==> src/design/epid_pkg.sv <==
// Shared types and constants of the encoder position PID unit.
// Used by the queue, the front end, the back end, the top level and the checker.
package epid_pkg;

  // Width of the wrapping position count.
  localparam int COUNT_BITS = 24;

  // Opcodes of an input word.
  localparam logic OP_EDGE = 1'b0;
  localparam logic OP_TICK = 1'b1;

  // Configuration register indexes.
  localparam int          CFG_IDX_W   = 3;
  localparam logic [2:0]  CFG_GAIN_P  = 3'd0;
  localparam logic [2:0]  CFG_GAIN_I  = 3'd1;
  localparam logic [2:0]  CFG_GAIN_D  = 3'd2;
  localparam logic [2:0]  CFG_DPC     = 3'd3;
  localparam int          CFG_DATA_W  = 16;

  // Reset values of the configuration registers.
  localparam logic [15:0] GAIN_P_RST = 16'd8192;
  localparam logic [15:0] GAIN_I_RST = 16'd410;
  localparam logic [15:0] GAIN_D_RST = 16'd410;
  localparam logic [7:0]  DPC_RST    = 8'd6;

  // Tick queue between the front end and the back end.
  localparam int Q_DEPTH = 2;
  localparam int Q_PTR_W = $clog2(Q_DEPTH);
  localparam int Q_CNT_W = $clog2(Q_DEPTH + 1);

  // Shared multiplier: signed 25 bit operand times non-negative 17 bit operand.
  localparam int MUL_A_W = 25;
  localparam int MUL_B_W = 17;
  localparam int PROD_W  = MUL_A_W + MUL_B_W;
  localparam int HALF_W  = 24;
  localparam int TOT_W   = 68;
  localparam int N_PASS  = 6;
  localparam int PASS_W  = 3;

  // Configuration seen by the back end.
  typedef struct packed {
    logic [15:0] gain_p;
    logic [15:0] gain_i;
    logic [15:0] gain_d;
    logic [7:0]  dpc;
  } cfg_t;

  // A control tick waiting in the queue, with the count it must see.
  typedef struct packed {
    logic                    target_valid;
    logic signed [15:0]      target_in;
    logic [COUNT_BITS-1:0]   count;
  } tick_t;

  // Back end sequencer states.
  typedef enum logic [2:0] {
    B_IDLE,
    B_ANGLE,
    B_ERR,
    B_MUL,
    B_FIN
  } back_state_t;

endpackage

==> src/design/epid_queue.sv <==
// Two-entry queue of control ticks between the front end and the back end.
// Depends on epid_pkg for the tick type and queue sizes.
module epid_queue (
  input  logic           clk,
  input  logic           rst_n,
  input  logic           push,
  input  epid_pkg::tick_t push_data,
  input  logic           pop,
  output epid_pkg::tick_t pop_data,
  output logic           full,
  output logic           empty
);
  import epid_pkg::*;

  tick_t               entry_r [Q_DEPTH];
  logic [Q_PTR_W-1:0]  wr_ptr_r, wr_ptr_nxt;
  logic [Q_PTR_W-1:0]  rd_ptr_r, rd_ptr_nxt;
  logic [Q_CNT_W-1:0]  fill_r, fill_nxt;

  assign full     = (fill_r == Q_CNT_W'(Q_DEPTH));
  assign empty    = (fill_r == '0);
  assign pop_data = entry_r[rd_ptr_r];

  // Pointer and fill bookkeeping.
  always_comb begin
    wr_ptr_nxt = wr_ptr_r;
    rd_ptr_nxt = rd_ptr_r;
    fill_nxt   = fill_r;
    if (push) begin
      wr_ptr_nxt = (wr_ptr_r == Q_PTR_W'(Q_DEPTH - 1)) ? '0 : wr_ptr_r + 1'b1;
    end
    if (pop) begin
      rd_ptr_nxt = (rd_ptr_r == Q_PTR_W'(Q_DEPTH - 1)) ? '0 : rd_ptr_r + 1'b1;
    end
    if (push && !pop) begin
      fill_nxt = fill_r + 1'b1;
    end else if (pop && !push) begin
      fill_nxt = fill_r - 1'b1;
    end
  end

  always_ff @(posedge clk) begin
    if (!rst_n) begin
      wr_ptr_r <= '0;
      rd_ptr_r <= '0;
      fill_r   <= '0;
    end else begin
      wr_ptr_r <= wr_ptr_nxt;
      rd_ptr_r <= rd_ptr_nxt;
      fill_r   <= fill_nxt;
    end
  end

  // Entry storage needs no reset.
  always_ff @(posedge clk) begin
    if (push) begin
      entry_r[wr_ptr_r] <= push_data;
    end
  end

endmodule

==> src/design/epid_front.sv <==
// Front end: accepts input words, applies encoder edges to the position count
// and queues control ticks with a snapshot of the count. Depends on epid_pkg.
module epid_front (
  input  logic            clk,
  input  logic            rst_n,
  input  logic            in_valid,
  output logic            in_ready,
  input  logic            in_opcode,
  input  logic            in_chan_a,
  input  logic            in_chan_b,
  input  logic            in_target_valid,
  input  logic signed [15:0] in_target_in,
  input  logic            q_full,
  output logic            q_push,
  output epid_pkg::tick_t q_push_data
);
  import epid_pkg::*;

  logic [COUNT_BITS-1:0] count_r, count_nxt;
  logic                  accept;

  // A word is taken whenever the queue has room for a tick.
  assign in_ready = !q_full;
  assign accept   = in_valid && in_ready;

  // Ticks carry the count as it stands when they arrive.
  assign q_push                   = accept && (in_opcode == OP_TICK);
  assign q_push_data.target_valid = in_target_valid;
  assign q_push_data.target_in    = in_target_in;
  assign q_push_data.count        = count_r;

  // x2 decoding: up when the channels differ, down when they agree.
  always_comb begin
    count_nxt = count_r;
    if (accept && (in_opcode == OP_EDGE)) begin
      if (in_chan_a != in_chan_b) begin
        count_nxt = count_r + 1'b1;
      end else begin
        count_nxt = count_r - 1'b1;
      end
    end
  end

  always_ff @(posedge clk) begin
    if (!rst_n) begin
      count_r <= '0;
    end else begin
      count_r <= count_nxt;
    end
  end

endmodule

==> src/design/epid_back.sv <==
// Back end: takes queued ticks, measures the angle, updates the error state and
// forms the PID sum on one shared multiplier. Depends on epid_pkg.
module epid_back (
  input  logic               clk,
  input  logic               rst_n,
  input  epid_pkg::cfg_t     cfg,
  input  logic               q_empty,
  input  epid_pkg::tick_t    q_pop_data,
  output logic               q_pop,
  output logic               out_valid,
  input  logic               out_ready,
  output logic signed [47:0] out_pid_output,
  output logic signed [31:0] out_current_angle,
  output logic signed [15:0] out_target_angle
);
  import epid_pkg::*;

  back_state_t state_r, state_nxt;

  // Controller state.
  logic signed [15:0]    held_r;
  logic signed [47:0]    esum_r;
  logic signed [32:0]    last_err_r;

  // Working registers of the tick in progress.
  logic [COUNT_BITS-1:0] count_r;
  logic signed [31:0]    angle_r;
  logic signed [32:0]    err_r;
  logic signed [33:0]    diff_r;
  logic signed [PROD_W-1:0] prod_r;
  logic                  hi_r;
  logic [PASS_W-1:0]     pass_r;
  logic signed [TOT_W-1:0] total_r;

  // Output register.
  logic                  out_valid_r;
  logic signed [47:0]    out_pid_r;
  logic signed [31:0]    out_angle_r;
  logic signed [15:0]    out_target_r;

  // Control decoded from the state.
  logic                  issue_mul;
  logic                  accum;
  logic                  out_load;
  logic signed [MUL_A_W-1:0] mul_a;
  logic signed [MUL_B_W-1:0] mul_b;
  logic signed [PROD_W-1:0]  mul_p;

  // Arithmetic of the error step.
  logic signed [31:0]    angle_c;
  logic signed [32:0]    err_c;
  logic signed [48:0]    sum49_c;
  logic signed [47:0]    sum_c;
  logic signed [33:0]    diff_c;
  logic signed [47:0]    term_v;
  logic [15:0]           term_g;
  logic signed [TOT_W-1:0] addend_c;
  logic signed [47:0]    total_sat_c;

  // Next state.
  always_comb begin
    state_nxt = state_r;
    unique case (state_r)
      B_IDLE:  if (!q_empty) state_nxt = B_ANGLE;
      B_ANGLE: state_nxt = B_ERR;
      B_ERR:   state_nxt = B_MUL;
      B_MUL:   if (pass_r == PASS_W'(N_PASS)) state_nxt = B_FIN;
      B_FIN:   if (out_load) state_nxt = B_IDLE;
      default: state_nxt = B_IDLE;
    endcase
  end

  // Outputs of the sequencer.
  always_comb begin
    q_pop     = 1'b0;
    issue_mul = 1'b0;
    accum     = 1'b0;
    out_load  = 1'b0;
    unique case (state_r)
      B_IDLE:  q_pop = !q_empty;
      B_ANGLE: issue_mul = 1'b1;
      B_ERR:   ;
      B_MUL: begin
        issue_mul = (pass_r != PASS_W'(N_PASS));
        accum     = (pass_r != '0);
      end
      B_FIN:   out_load = !out_valid_r || out_ready;
      default: ;
    endcase
  end

  // Term selection: pairs of passes cover the P, I and D terms, low half first.
  always_comb begin
    unique case (pass_r[2:1])
      2'd0: begin
        term_v = {{15{err_r[32]}}, err_r};
        term_g = cfg.gain_p;
      end
      2'd1: begin
        term_v = esum_r;
        term_g = cfg.gain_i;
      end
      default: begin
        term_v = {{14{diff_r[33]}}, diff_r};
        term_g = cfg.gain_d;
      end
    endcase
  end

  // Multiplier operands: the count in the angle step, otherwise a half of a term.
  always_comb begin
    if (state_r == B_ANGLE) begin
      mul_a = {{(MUL_A_W-COUNT_BITS){count_r[COUNT_BITS-1]}}, count_r};
      mul_b = {{(MUL_B_W-8){1'b0}}, cfg.dpc};
    end else if (pass_r[0]) begin
      mul_a = {term_v[47], term_v[47:HALF_W]};
      mul_b = {{(MUL_B_W-16){1'b0}}, term_g};
    end else begin
      mul_a = {1'b0, term_v[HALF_W-1:0]};
      mul_b = {{(MUL_B_W-16){1'b0}}, term_g};
    end
  end

  assign mul_p = mul_a * mul_b;

  // Error, saturating sum and difference.
  always_comb begin
    angle_c = prod_r[31:0];
    err_c   = {{17{held_r[15]}}, held_r} - {angle_c[31], angle_c};
    sum49_c = {esum_r[47], esum_r} + {{16{err_c[32]}}, err_c};
    if (sum49_c[48] != sum49_c[47]) begin
      sum_c = sum49_c[48] ? {1'b1, 47'd0} : {1'b0, {47{1'b1}}};
    end else begin
      sum_c = sum49_c[47:0];
    end
    diff_c = {err_c[32], err_c} - {last_err_r[32], last_err_r};
  end

  // Partial product aligned for the accumulator.
  always_comb begin
    if (hi_r) begin
      addend_c = {{(TOT_W-PROD_W-HALF_W){prod_r[PROD_W-1]}}, prod_r, {HALF_W{1'b0}}};
    end else begin
      addend_c = {{(TOT_W-PROD_W){prod_r[PROD_W-1]}}, prod_r};
    end
  end

  // Clamp the exact sum to 48 bits signed.
  always_comb begin
    if ((&total_r[TOT_W-1:47]) || !(|total_r[TOT_W-1:47])) begin
      total_sat_c = total_r[47:0];
    end else if (total_r[TOT_W-1]) begin
      total_sat_c = {1'b1, 47'd0};
    end else begin
      total_sat_c = {1'b0, {47{1'b1}}};
    end
  end

  // Control state.
  always_ff @(posedge clk) begin
    if (!rst_n) begin
      state_r     <= B_IDLE;
      out_valid_r <= 1'b0;
      held_r      <= '0;
      esum_r      <= '0;
      last_err_r  <= '0;
      pass_r      <= '0;
    end else begin
      state_r <= state_nxt;
      if (out_load) begin
        out_valid_r <= 1'b1;
      end else if (out_ready) begin
        out_valid_r <= 1'b0;
      end
      if (q_pop && q_pop_data.target_valid) begin
        held_r <= q_pop_data.target_in;
      end
      if (state_r == B_ERR) begin
        esum_r     <= sum_c;
        last_err_r <= err_c;
        pass_r     <= '0;
      end else if (state_r == B_MUL) begin
        pass_r <= pass_r + 1'b1;
      end
    end
  end

  // Datapath registers.
  always_ff @(posedge clk) begin
    if (q_pop) begin
      count_r <= q_pop_data.count;
    end
    if (issue_mul) begin
      prod_r <= mul_p;
      hi_r   <= pass_r[0] && (state_r == B_MUL);
    end
    if (state_r == B_ERR) begin
      angle_r <= angle_c;
      err_r   <= err_c;
      diff_r  <= diff_c;
      total_r <= '0;
    end else if (accum) begin
      total_r <= total_r + addend_c;
    end
    if (out_load) begin
      out_pid_r    <= total_sat_c;
      out_angle_r  <= angle_r;
      out_target_r <= held_r;
    end
  end

  assign out_valid         = out_valid_r;
  assign out_pid_output    = out_pid_r;
  assign out_current_angle = out_angle_r;
  assign out_target_angle  = out_target_r;

endmodule

==> src/design/encoder_position_pid_unit.sv <==
// Top level of the encoder position PID unit: configuration registers, front
// end, tick queue and back end. Depends on epid_pkg and the three submodules.
//
//   Channel   Direction  Handshake             Word
//   in_       input      in_valid / in_ready   opcode, channel levels, target
//   out_      output     out_valid / out_ready PID output, angle, target
//   cfg_      input      cfg_we                register index and data
//
// An encoder edge is handled in the front end and leaves no result.
// A control tick goes through these steps in the back end: queue read, angle,
// error step, six passes of the shared 25x17 multiplier, a last accumulate
// and a final clamp.
// Reset clears the count, the controller state, the queue and the output valid flag.
// The queue holds two ticks, so input keeps flowing while a result waits, until the queue is full.
module encoder_position_pid_unit (
  input  logic                              clk,
  input  logic                              rst_n,
  input  logic                              in_valid,
  output logic                              in_ready,
  input  logic                              in_opcode,
  input  logic                              in_chan_a,
  input  logic                              in_chan_b,
  input  logic                              in_target_valid,
  input  logic signed [15:0]                in_target_in,
  output logic                              out_valid,
  input  logic                              out_ready,
  output logic signed [47:0]                out_pid_output,
  output logic signed [31:0]                out_current_angle,
  output logic signed [15:0]                out_target_angle,
  input  logic                              cfg_we,
  input  logic [epid_pkg::CFG_IDX_W-1:0]    cfg_index,
  input  logic [epid_pkg::CFG_DATA_W-1:0]   cfg_data
);
  import epid_pkg::*;

  cfg_t  cfg_r;
  logic  q_push, q_pop, q_full, q_empty;
  tick_t q_push_data, q_pop_data;

  // Configuration registers; indexes beyond the list are dropped.
  always_ff @(posedge clk) begin
    if (!rst_n) begin
      cfg_r.gain_p <= GAIN_P_RST;
      cfg_r.gain_i <= GAIN_I_RST;
      cfg_r.gain_d <= GAIN_D_RST;
      cfg_r.dpc    <= DPC_RST;
    end else if (cfg_we) begin
      unique case (cfg_index)
        CFG_GAIN_P: cfg_r.gain_p <= cfg_data;
        CFG_GAIN_I: cfg_r.gain_i <= cfg_data;
        CFG_GAIN_D: cfg_r.gain_d <= cfg_data;
        CFG_DPC:    cfg_r.dpc    <= cfg_data[7:0];
        default:    ;
      endcase
    end
  end

  epid_front u_front (
    .clk             (clk),
    .rst_n           (rst_n),
    .in_valid        (in_valid),
    .in_ready        (in_ready),
    .in_opcode       (in_opcode),
    .in_chan_a       (in_chan_a),
    .in_chan_b       (in_chan_b),
    .in_target_valid (in_target_valid),
    .in_target_in    (in_target_in),
    .q_full          (q_full),
    .q_push          (q_push),
    .q_push_data     (q_push_data)
  );

  epid_queue u_queue (
    .clk       (clk),
    .rst_n     (rst_n),
    .push      (q_push),
    .push_data (q_push_data),
    .pop       (q_pop),
    .pop_data  (q_pop_data),
    .full      (q_full),
    .empty     (q_empty)
  );

  epid_back u_back (
    .clk               (clk),
    .rst_n             (rst_n),
    .cfg               (cfg_r),
    .q_empty           (q_empty),
    .q_pop_data        (q_pop_data),
    .q_pop             (q_pop),
    .out_valid         (out_valid),
    .out_ready         (out_ready),
    .out_pid_output    (out_pid_output),
    .out_current_angle (out_current_angle),
    .out_target_angle  (out_target_angle)
  );

endmodule

==> config.mk <==
export PLATFORM = sky130hd
export DESIGN_NAME = encoder_position_pid_unit
export DESIGN_NICKNAME = d
export VERILOG_FILES = /design/src/design/epid_pkg.sv /design/src/design/epid_queue.sv /design/src/design/epid_front.sv /design/src/design/epid_back.sv /design/src/design/encoder_position_pid_unit.sv
export SDC_FILE = /design/constraint.sdc
export NUM_CORES = 2
export LEC_CHECK = 0
export BUFFER_PORTS_ARGS = -buffer_cell sky130_fd_sc_hd__buf_4
export CORE_MARGIN = 2
export CORE_UTILIZATION = 45
export DETAILED_ROUTE_END_ITERATION = 8
export HOLD_SLACK_MARGIN = 0.05
export MAX_ROUTING_LAYER = met4
export PLACE_DENSITY = 0.73
export SYNTH_ARGS = -nofsm -noshare
export SYNTH_HDL_FRONTEND = slang
export SYNTH_SLANG_ARGS = --single-unit
==> constraint.sdc <==
create_clock -name clk -period 9.83 [get_ports clk]
set_input_delay 0.983 -clock clk [delete_from_list [all_inputs] [get_ports clk]]
set_output_delay 0.983 -clock clk [all_outputs]
set_load 0.01 [all_outputs]
==> flow_metrics.py <==
metrics = {
    "clock_network": {
        "tritoncts": "done",
        "post-cts-setup-buffers": 0,
        "cts_buffers": 69,
        "clk_pin_slew_ns": 0.06,
        "h-tree-depth": 3,
        "cts_root_buf": "clkbuf_16",
        "clock-sinks": 601,
        "clk_latency_ns": 0.63,
        "hold_buffers": 0,
        "cts_max_path_buffers": 3,
        "post_cts_resized": 0,
    },
    "power": {
        "p_leak_nw": 23.3,
        "switchingPower_mw": 8.24,
        "vdd_drop_max_mv": 0.190,
        "intPower_mw": 9.19,
        "swShare_pct": 47.3,
        "total_power_mw": 17.4,
        "pwr-share-clk_pct": 15.2,
        "pwr-share-seq_pct": 23.6,
        "combinationalPowerShare_pct": 61.2,
        "powerDensity_nw_per_um2": 331,
    },
    "synth": {
        "syn_nets": 5917,
        "netlist_instances": 5168,
        "avgSynthCellArea_um2": 9.21,
        "synth_edf_count": 344,
        "yosysTopAreaCell": "edfxtp_1",
        "synth_ff_type": "edfxtp_1",
        "synthDistinctLibCells": 86,
        "synth_area_leaders": "edfxtp_1, fa_1, dfxtp_1",
        "synthArstFlopShare_pct": 0,
        "ys_ff_latch": 601,
        "synth_top_area_share_pct": 21.7,
        "yosysSeqAreaShare_pct": 32.5,
        "post_synth_instance_area_um2": 47600,
        "ys_warn_count": 0,
    },
    "placed_design": {
        "place_inst": 6559,
        "hpwl_mm": 102,
        "gp_congestion": 1.01,
        "portBuffers": 141,
        "pre_cts_ws_ns": 0.938,
    },
    "routing": {
        "ant_nets": 0,
        "drc": 0,
        "wl_mm": 133,
        "first_iter_violations": 3437,
        "drt-vias-per-instance": 5.56,
        "wl_per_cell_um": 19.8,
        "vias": 37196,
        "first_pass_iters": 6,
    },
    "floorplanning": {
        "rows": 119,
        "die_w_um": 329,
        "core_um2": 105000,
        "start_util_pct": 45.3,
        "die_y_um": 329,
        "die_area_um2": 108000,
        "num_io_pins": 142,
    },
    "sta": {
        "period_needed_ns": 9.08,
        "fin_crit_sh_pct": 92.3,
        "setup_violations": 0,
        "finalSetupTns_ns": 0,
        "tightest_slew_ns": 1.22,
        "setup_ws_ns": 0.753,
        "finalHoldViolCount": 0,
        "max_freq_mhz": 110,
        "slew_viol_final": 0,
        "slew_headroom_pct": 17.7,
        "fin_skew_ns": 0.0275,
        "rsz0062_at_grt": "false",
    },
    "worst_setup_path": {
        "slowest_delay_ns": 0.80,
        "crit_start": "u_back.pass_r[1]",
        "critical_path_class": "flip-flop to flip-flop",
        "required_ns": 10.20,
        "crit_top_cell": "fa_1",
        "arrival_ns": 9.44,
        "reg2reg_depth": 25,
        "reg2reg_from": "u_back.pass_r[1]",
        "cp-end-kind": "flip-flop",
        "cp_slowest_cell": "dfxtp_2",
        "crit_fanout": 22,
        "critical_path.startpoint_type": "flip-flop",
    },
    "finish": {
        "syn2layout_area_growth_pct": 10.5,
        "fill_cells": 9734,
        "final_cell_mix": "nand2_1, inv_1, fa_1",
        "final_util_pct": 50.0,
        "final_common_cell": "nand2_1",
        "instances_no_fill": 6687,
        "drive_gt1_share_pct": 8.25,
        "fin_nets": 5988,
    },
    "global_route": {
        "antenna_found_initial": 0,
        "grt_max_degree": 95,
        "grt_pass1_vias": 36291,
        "grt_pass1_wl_mm": 208,
        "grtUsageTotal_pct": 25.3,
        "grt-ovfl-total": 0,
    },
    "min_path": {
        "hold_depth": 0,
        "hold_class": "flip-flop to flip-flop",
        "hold_start": "u_back.angle_r[12]",
    },
    "outcome": {
        "outcome": "finished, final reports clean",
    },
    "job": {
        "cap_violations": 0,
    },
}
==> critical path, delay by kind of cell, from the launching register on <==
kind | cells | cell delay (ns)
AOI/OAI and AO/OA | 10 | 2.85
and+or+nand+nor | 3 | 1.06
buffers and inverters | 4 | 0.59
DFF | 1 | 0.80
adders and majority gates | 7 | 3.44
xor gates and xnor gates | 1 | 0.08
==> state kept, by name, indices dropped and copies added, names as in the netlist, 2 cells and up, named ones only <==
register                  cells
cfg_r                        56
u_back.angle_r               32
u_back.count_r               24
u_back.diff_r                34
u_back.err_r                 33
u_back.esum_r                48
u_back.held_r                16
u_back.last_err_r            33
u_back.out_current_angle     32
u_back.out_pid_output        48
u_back.out_target_angle      16
u_back.pass_r                 3
u_back.prod_r                42
u_back.state_r                3
u_back.total_r               68
u_front.count_r              24
u_queue.entry_r              82
u_queue.fill_r                2
==> power groups by stage <==
| stage | logic (mW) | clock network [mW] | registers [mW] |
|---|---|---|---|
| floorplan | 7.71 | 0 | 3.86 |
| global placement | 10.2 | 0 | 4.15 |
| finish | 10.7 | 2.65 | 4.11 |
| detailed placement | 10.4 | 0 | 4.15 |
| global route | 11.9 | 2.79 | 4.14 |
| CTS | 10.5 | 2.68 | 4.11 |
==> layer usage <==
layer  GRT usage, %  vias up  part of all wire (%)  routed length (um)
li1               -    17501                     -                   -
met1           34.6    18046                    44               58400
met2           38.1     1390                    44               58800
met3           3.84      259                   7.7               10200
met4           9.59        0                   3.9                5210
met5              -        -                     0                   0
==> cells by family (layout without fill, tap and decap cells) <==
| kind of cell | after synthesis | after routing | share of synthesized area (%) |
|---|---|---|---|
| adders and majority gates | 705 | 705 | 24.8 |
| other | 0 | 1 | 0 |
| buffers and inverters | 868 | 995 | 6.88 |
| AOI/OAI and AO/OA | 1129 | 1129 | 15.1 |
| xor gates and xnor gates | 215 | 215 | 3.95 |
| and+or+nand+nor | 1544 | 1544 | 14.3 |
| DFF | 601 | 601 | 32.5 |
| muxes | 106 | 106 | 2.56 |
==> final cells by class <==
type                            count  area, um^2  area share (%)
Antenna cell                        1        2.50         0.00476
Clock buffer                       88        1900            3.61
Clock inverter                     39         427           0.811
Inverter                          652        2450            4.67
Multi-Input combinational cell   3699       29000            55.1
Sequential cell                   601       15500            29.4
Tap cell                         1391        1740            3.31
Timing Repair Buffer              216        1620            3.08
==> worst paths after layout <==
path,to,slack [ns]
min reg2reg,u_back.out_current_angle[12],0.42
max reg2reg,u_back.prod_r[40],0.75
min,u_back.out_current_angle[12],0.42
max,u_back.prod_r[40],0.75
==> metrics by stage <==
step / instance area, um^2 / hold slack [ns]
floorplan: 47600 / 0.400
global placement: 50300 / 0.405
detailed placement: 50300 / 0.405
CTS: 52600 / 0.418
global route: 52600 / 0.421
finish: 52600 / 0.417
==> Yosys cell counts (9+ instances only) <==
cell,instances
and4_1,9
nor2b_1,55
mux2_2,35
xor2_1,68
o211a_1,25
nand3_1,91
inv_1,652
fa_1,396
clkbuf_1,186
nor2_1,339
or3_1,20
buf_1,18
o21ai_0,204
dfxtp_1,257
a21boi_0,93
a31oi_1,24
mux4_2,9
o31ai_1,14
a21o_1,150
edfxtp_1,344
o21bai_1,39
nand2b_1,50
nand4_1,43
o21a_1,31
nand2_1,767
xnor2_1,147
nor4_1,14
and3_1,36
mux2i_1,62
a211oi_1,31
buf_2,10
o211ai_1,16
nor3_1,40
or2_2,15
and2_1,47
o22ai_1,14
ha_1,309
a21oi_1,394
Note: power is estimated with default switching activity, not from simulation.
